==> config.mk <==
export PLATFORM = sky130hd
export DESIGN_NAME = itun_ctrl
export DESIGN_NICKNAME = d
export VERILOG_FILES = /design/src/sv/itun_pkg.sv /design/src/sv/itun_ctrl.sv
export SDC_FILE = /design/constraint.sdc
export NUM_CORES = 1
export LEC_CHECK = 0
export BUFFER_PORTS_ARGS = -buffer_cell sky130_fd_sc_hd__buf_2
export CAP_MARGIN = 10
export CORE_MARGIN = 3
export CORE_UTILIZATION = 40
export DETAILED_ROUTE_END_ITERATION = 10
export GPL_TIMING_DRIVEN = 0
export SLEW_MARGIN = 0
export SYNTH_ARGS = -nofsm -noshare
export SYNTH_HDL_FRONTEND = slang
export SYNTH_SLANG_ARGS = --single-unit
==> constraint.sdc <==
create_clock -name clk -period 2.6 [get_ports clk]
set_input_delay 0.52 -clock clk [delete_from_list [all_inputs] [get_ports clk]]
set_output_delay 0.52 -clock clk [all_outputs]
set_load 0.05 [all_outputs]
==> src/sv/itun_pkg.sv <==
// Shared types, codes and constants of the indexed triangle unit normal block.
// Used by the controller, the datapath and the top level; depends on nothing.
package itun_pkg;

    localparam int VERTEX_COUNT_DEF     = 256;
    localparam int NORMAL_FRAC_BITS_DEF = 14;
    localparam int COORD_W              = 32;
    localparam int INDEX_W              = 8;
    localparam int NORMAL_W             = 16;
    localparam int SAT_MAX              = 32767;

    localparam logic [4:0] OP_NONE      = 5'd0;
    localparam logic [4:0] OP_RD_A      = 5'd1;
    localparam logic [4:0] OP_RD_B      = 5'd2;
    localparam logic [4:0] OP_EDGE1     = 5'd3;
    localparam logic [4:0] OP_EDGE2     = 5'd4;
    localparam logic [4:0] OP_MUL       = 5'd5;
    localparam logic [4:0] OP_ABS       = 5'd6;
    localparam logic [4:0] OP_SHIFT     = 5'd7;
    localparam logic [4:0] OP_SQ        = 5'd8;
    localparam logic [4:0] OP_SQRT_INIT = 5'd9;
    localparam logic [4:0] OP_SQRT      = 5'd10;
    localparam logic [4:0] OP_DIV_INIT  = 5'd11;
    localparam logic [4:0] OP_DIV       = 5'd12;
    localparam logic [4:0] OP_DIV_END   = 5'd13;
    localparam logic [4:0] OP_DEGEN     = 5'd14;

    typedef struct packed {
        logic [4:0] op;
        logic [2:0] step;
        logic       acc_write;
        logic       acc_tri;
        logic       load_out;
    } cmd_t;

    typedef struct packed {
        logic c_zero;
        logic upper_nz;
        logic out_free;
    } stat_t;

    function automatic int norm_limit(input int frac_bits);
        int lim;
        lim = 1 << frac_bits;
        if (lim > SAT_MAX)
        begin
            lim = SAT_MAX;
        end
        return lim;
    endfunction

endpackage

==> src/sv/itun_ctrl.sv <==
// Sequencing state machine of the triangle unit normal block.
// Depends on itun_pkg for the command and status structs and the operation codes.
module itun_ctrl #(
    parameter int NORMAL_FRAC_BITS = itun_pkg::NORMAL_FRAC_BITS_DEF
) (
    input  logic            clk,
    input  logic            rst_n,
    input  logic            in_valid,
    input  logic            func,
    output logic            in_stall,
    input  itun_pkg::stat_t stat,
    output itun_pkg::cmd_t  cmd
);

    localparam logic [3:0] S_IDLE      = 4'd0;
    localparam logic [3:0] S_RDA       = 4'd1;
    localparam logic [3:0] S_RDB       = 4'd2;
    localparam logic [3:0] S_EDGE1     = 4'd3;
    localparam logic [3:0] S_EDGE2     = 4'd4;
    localparam logic [3:0] S_MUL       = 4'd5;
    localparam logic [3:0] S_ABS       = 4'd6;
    localparam logic [3:0] S_SHIFT     = 4'd7;
    localparam logic [3:0] S_SQ        = 4'd8;
    localparam logic [3:0] S_SQRT_INIT = 4'd9;
    localparam logic [3:0] S_SQRT      = 4'd10;
    localparam logic [3:0] S_DIV_INIT  = 4'd11;
    localparam logic [3:0] S_DIV       = 4'd12;
    localparam logic [3:0] S_DIV_END   = 4'd13;
    localparam logic [3:0] S_DEGEN     = 4'd14;
    localparam logic [3:0] S_OUT       = 4'd15;

    localparam logic [5:0] MUL_LAST  = 6'd6;
    localparam logic [5:0] SQ_LAST   = 6'd3;
    localparam logic [5:0] SQRT_LAST = 6'd31;
    localparam logic [5:0] DIV_LAST  = 6'(NORMAL_FRAC_BITS);
    localparam logic [1:0] K_LAST    = 2'd2;

    logic [3:0] state_reg, state_next;
    logic [5:0] cnt_reg, cnt_next;
    logic [1:0] k_reg, k_next;

    always_ff @(posedge clk or negedge rst_n)
    begin
        if (!rst_n)
        begin
            state_reg <= S_IDLE;
            cnt_reg   <= '0;
            k_reg     <= '0;
        end
        else
        begin
            state_reg <= state_next;
            cnt_reg   <= cnt_next;
            k_reg     <= k_next;
        end
    end

    always_comb
    begin
        state_next = state_reg;
        cnt_next   = cnt_reg;
        k_next     = k_reg;
        in_stall   = 1'b1;
        cmd        = '0;
        cmd.op     = itun_pkg::OP_NONE;
        unique case (state_reg)
            S_IDLE:
            begin
                in_stall = 1'b0;
                if (in_valid)
                begin
                    if (func)
                    begin
                        cmd.acc_tri = 1'b1;
                        state_next  = S_RDA;
                    end
                    else
                    begin
                        cmd.acc_write = 1'b1;
                    end
                end
            end
            S_RDA:
            begin
                cmd.op     = itun_pkg::OP_RD_A;
                state_next = S_RDB;
            end
            S_RDB:
            begin
                cmd.op     = itun_pkg::OP_RD_B;
                state_next = S_EDGE1;
            end
            S_EDGE1:
            begin
                cmd.op     = itun_pkg::OP_EDGE1;
                state_next = S_EDGE2;
            end
            S_EDGE2:
            begin
                cmd.op     = itun_pkg::OP_EDGE2;
                cnt_next   = '0;
                state_next = S_MUL;
            end
            S_MUL:
            begin
                cmd.op   = itun_pkg::OP_MUL;
                cmd.step = cnt_reg[2:0];
                if (cnt_reg == MUL_LAST)
                begin
                    cnt_next   = '0;
                    state_next = S_ABS;
                end
                else
                begin
                    cnt_next = cnt_reg + 6'd1;
                end
            end
            S_ABS:
            begin
                cmd.op     = itun_pkg::OP_ABS;
                state_next = stat.c_zero ? S_DEGEN : S_SHIFT;
            end
            S_SHIFT:
            begin
                cmd.op = itun_pkg::OP_SHIFT;
                if (!stat.upper_nz)
                begin
                    cnt_next   = '0;
                    state_next = S_SQ;
                end
            end
            S_SQ:
            begin
                cmd.op   = itun_pkg::OP_SQ;
                cmd.step = cnt_reg[2:0];
                if (cnt_reg == SQ_LAST)
                begin
                    cnt_next   = '0;
                    state_next = S_SQRT_INIT;
                end
                else
                begin
                    cnt_next = cnt_reg + 6'd1;
                end
            end
            S_SQRT_INIT:
            begin
                cmd.op     = itun_pkg::OP_SQRT_INIT;
                cnt_next   = '0;
                state_next = S_SQRT;
            end
            S_SQRT:
            begin
                cmd.op = itun_pkg::OP_SQRT;
                if (cnt_reg == SQRT_LAST)
                begin
                    cnt_next   = '0;
                    k_next     = '0;
                    state_next = S_DIV_INIT;
                end
                else
                begin
                    cnt_next = cnt_reg + 6'd1;
                end
            end
            S_DIV_INIT:
            begin
                cmd.op     = itun_pkg::OP_DIV_INIT;
                cmd.step   = {1'b0, k_reg};
                cnt_next   = '0;
                state_next = S_DIV;
            end
            S_DIV:
            begin
                cmd.op = itun_pkg::OP_DIV;
                if (cnt_reg == DIV_LAST)
                begin
                    cnt_next   = '0;
                    state_next = S_DIV_END;
                end
                else
                begin
                    cnt_next = cnt_reg + 6'd1;
                end
            end
            S_DIV_END:
            begin
                cmd.op   = itun_pkg::OP_DIV_END;
                cmd.step = {1'b0, k_reg};
                if (k_reg == K_LAST)
                begin
                    state_next = S_OUT;
                end
                else
                begin
                    k_next     = k_reg + 2'd1;
                    state_next = S_DIV_INIT;
                end
            end
            S_DEGEN:
            begin
                cmd.op     = itun_pkg::OP_DEGEN;
                state_next = S_OUT;
            end
            S_OUT:
            begin
                if (stat.out_free)
                begin
                    cmd.load_out = 1'b1;
                    state_next   = S_IDLE;
                end
            end
            default:
            begin
                state_next = S_IDLE;
            end
        endcase
    end

endmodule

==> flow_metrics.env <==
export IMPL_placementRows=18
export IMPL_firstDrtPassIters=4
export IMPL_synthAdderAreaFrac=0.03472
export IMPL_cts_setup_buffers=0
export IMPL_htree_num_levels=1
export IMPL_core_area_um2=2522
export IMPL_worst_ep_arrival_time_ns=1.96
export IMPL_min_path_type="input port to async pin"
export IMPL_finalWirelength_um=2881
export IMPL_fin_cells=185
export IMPL_dp_cells=182
export IMPL_syn_inst=135
export IMPL_max_freq_ghz=0.4030
export IMPL_async_reset_ff_frac=1.000
export IMPL_numPortBuffers=17
export IMPL_cp_start_kind="register"
export IMPL_finalMaxSlewViolations=0
export IMPL_clkSlewWorstSetupHoldPaths_ns=0.07
export IMPL_rsz0062_at_grt="no"
export IMPL_drive_gt1_frac=0.2129
export IMPL_critical_path_max_stage_delay_ns=0.46
export IMPL_synth_seq_cells=12
export IMPL_hpwlAfterDp_um=2197
export IMPL_fin_crit_sh=0.9544
export IMPL_start_util=0.4286
export IMPL_vias=1110
export IMPL_path_cells="buf_4, clkbuf_1, nor4_1, nand2_1, nor2_1, buf_2"
export IMPL_yosys_warnings=0
export IMPL_ir_drop_v=0.0002292
export IMPL_n_antenna_cell=0
export IMPL_cts_buffers=3
export IMPL_synth_top_family_by_area="compound AO/OA/AOI/OAI gates"
export IMPL_cp_end_kind="output port"
export IMPL_drc_errors=0
export IMPL_worstSetupPathType="register to output port"
export IMPL_globalplace_congestion=0.9123
export IMPL_r2r_start="cnt_reg[0]"
export IMPL_tightest_slew_ns=0.5834
export IMPL_rr_worst_depth=7
export IMPL_largest_register_ffs=6
export IMPL_crit_slowest_cell="nor4_1"
export IMPL_cts_root_buf="clkbuf_4"
export IMPL_die_x_um=57.99
export IMPL_cts_tree="yes"
export IMPL_worstPathMaxFanout=10
export IMPL_clkSinkCount=12
export IMPL_fillCellCount=258
export IMPL_syn_nets=145
export IMPL_synth_ff_type="dfrtp_1"
export IMPL_synth_cell_type_count=53
export IMPL_synthXorXnorAreaFrac=0.01620
export IMPL_die_area_um2=3362
export IMPL_ant_nets=0
export IMPL_clockBufferDepth=2
export IMPL_antenna_found_initial=0
export IMPL_muxShareOfSynthArea=0.01852
export IMPL_crit_path_start="state_reg[1]"
export IMPL_clkLatencyLatePin_ns=0.27
export IMPL_synth_edf_count=0
export IMPL_drt_iter0_drc=31
export IMPL_finalCriticalPeriod_ns=2.482
export IMPL_status="finished, final reports clean"
export IMPL_clock_skew_ns=0.0003486
export IMPL_area_growth_pct=13.77
export IMPL_hold_violations=0
export IMPL_synth_compound_area_frac=0.3264
export IMPL_wl_per_cell_um=15.57
export IMPL_overflow=0
export IMPL_grt_max_degree=13
export IMPL_ys_seq_area_frac=0.2778
export IMPL_vias_per_cell=6.000
export IMPL_finalSetupTns_ns=0
export IMPL_final_core_util=0.4876
export IMPL_track_usage=0.1929
export IMPL_setup_violations_final=0
export IMPL_yosys_area_share_simple=0.2373
export IMPL_layout_nets=167
export IMPL_max_slew_margin=0.6111
export IMPL_ios=19
export IMPL_synth_area_um2=1081
export IMPL_cp_required_ns=2.08
export IMPL_die_h_um=57.99
export IMPL_grt_pass1_wl_um=5071
export IMPL_dpl_worst_slack_ns=0.3220
export IMPL_grt_pass1_vias=1061
export IMPL_drv_cap=0
export IMPL_p_leak_nw=0.5529
export IMPL_setup_ws_ns=0.1185
export IMPL_avgSynthCellArea_um2=8.008
export IMPL_powerDensity_nw_per_um2=257.9
final timing paths:
| path | to | slack (ns) |
|---|---|---|
| worst max-delay path | cmd[2] | 0.12 |
| worst min-delay path | state_reg[3] | 0.12 |
| worst max register to register | cnt_reg[5] | 0.32 |
| worst min register to register | k_reg[0] | 0.52 |
| max in group asynchronous | cnt_reg[1] | 2.26 |
| min in group clk | k_reg[0] | 0.52 |
layout make-up:
class                   count  area, um^2  share of cell area
repair buffers             17       85.08             0.06918
plain buffers              13       73.82             0.06002
well taps                  30       37.54             0.03052
clock buffers               3       22.52             0.01831
inverters                   6       22.52             0.01831
flip-flops and latches     12       300.3              0.2442
multi-input cells         104       688.2              0.5595
cell usage after synthesis, types with 2 or more instances:
| library cell | count | share of area |
|---|---|---|
| o21ai_1 | 2 | 0.0093 |
| nor3_1 | 2 | 0.0093 |
| o211ai_1 | 2 | 0.014 |
| buf_2 | 2 | 0.0093 |
| a211oi_1 | 2 | 0.014 |
| or3b_1 | 2 | 0.016 |
| buf_4 | 3 | 0.021 |
| inv_1 | 6 | 0.021 |
| nand3_1 | 7 | 0.032 |
| a311oi_1 | 2 | 0.016 |
| nand4_1 | 2 | 0.012 |
| clkbuf_1 | 6 | 0.021 |
| o31ai_1 | 2 | 0.014 |
| nand2_1 | 14 | 0.049 |
| o2111ai_1 | 2 | 0.016 |
| a2bb2oi_1 | 2 | 0.016 |
| a21oi_1 | 6 | 0.028 |
| a32o_1 | 2 | 0.019 |
| o311ai_0 | 2 | 0.016 |
| nor4_1 | 2 | 0.012 |
| dfrtp_1 | 12 | 0.28 |
| nor3b_1 | 3 | 0.021 |
| mux2i_1 | 2 | 0.019 |
| and3_1 | 4 | 0.023 |
| nor2_1 | 4 | 0.014 |
| nor2b_1 | 2 | 0.012 |
| ha_1 | 3 | 0.035 |
| o21ai_0 | 10 | 0.046 |
stage by stage:
| step | cell area (um^2) | total power, mW | hold slack (ns) |
|---|---|---|---|
| after floorplan | 1081 | 0.1946 | 0.2244 |
| after global placement | 1204 | 0.2042 | 0.4253 |
| after detailed placement | 1204 | 0.2045 | 0.4285 |
| after CTS | 1226 | 0.3229 | 0.1253 |
| after global routing | 1230 | 0.3322 | 0.1250 |
| final | 1230 | 0.3172 | 0.1166 |
kinds of logic (layout without fill, tap and decap cells):
family,Yosys count,after routing
compound gates,48,48
simple gates,48,48
buf+inv,19,39
flops,12,12
fa+ha+maj,3,3
xor+xnor,2,2
mux,2,2
other cells,1,1
power by group:
group	total, mW	leakage (nW)	internal (mW)	switching [mW]
clock	0.117	0.0138	0.0537	0.0632
sequential	0.186	0.154	0.186	0
combinational	0.0139	0.385	0.00433	0.00958
total	0.317	0.553	0.244	0.0728
repair_timing:
action                                  4_1_cts  5_1_grt
hold buffers                                  0        0
endpoints found under the setup margin        0        4
resized for setup                             0        5
worst max-delay path: cells and delay by family (launching register included):
| family | cells | cell delay, ns |
|---|---|---|
| AND/OR/NAND/NOR | 3 | 0.65 |
| flip-flops | 1 | 0.37 |
| buffers and inverters | 3 | 0.66 |
layer usage:
layer | vias up | share of wire | global-route usage
li1 | 556 | - | -
met1 | 531 | 0.46 | 0.2582
met2 | 21 | 0.50 | 0.3081
met3 | 2 | 0.035 | 0.04677
met4 | 0 | 0.0049 | 0.05629
met5 | - | 0 | 0
cell usage in the layout, fill, tap and decap left out, types with 3 or more instances in the layout:
cell type,instances
nor2_1,4
ha_1,3
and3_1,4
a21oi_1,6
buf_2,19
dfrtp_1,12
clkbuf_2,3
buf_4,3
nand2_1,14
nor3b_1,3
clkbuf_4,3
inv_1,6
clkbuf_1,4
nand3_1,7
o21ai_0,10
(Power assumes the default switching activity.)
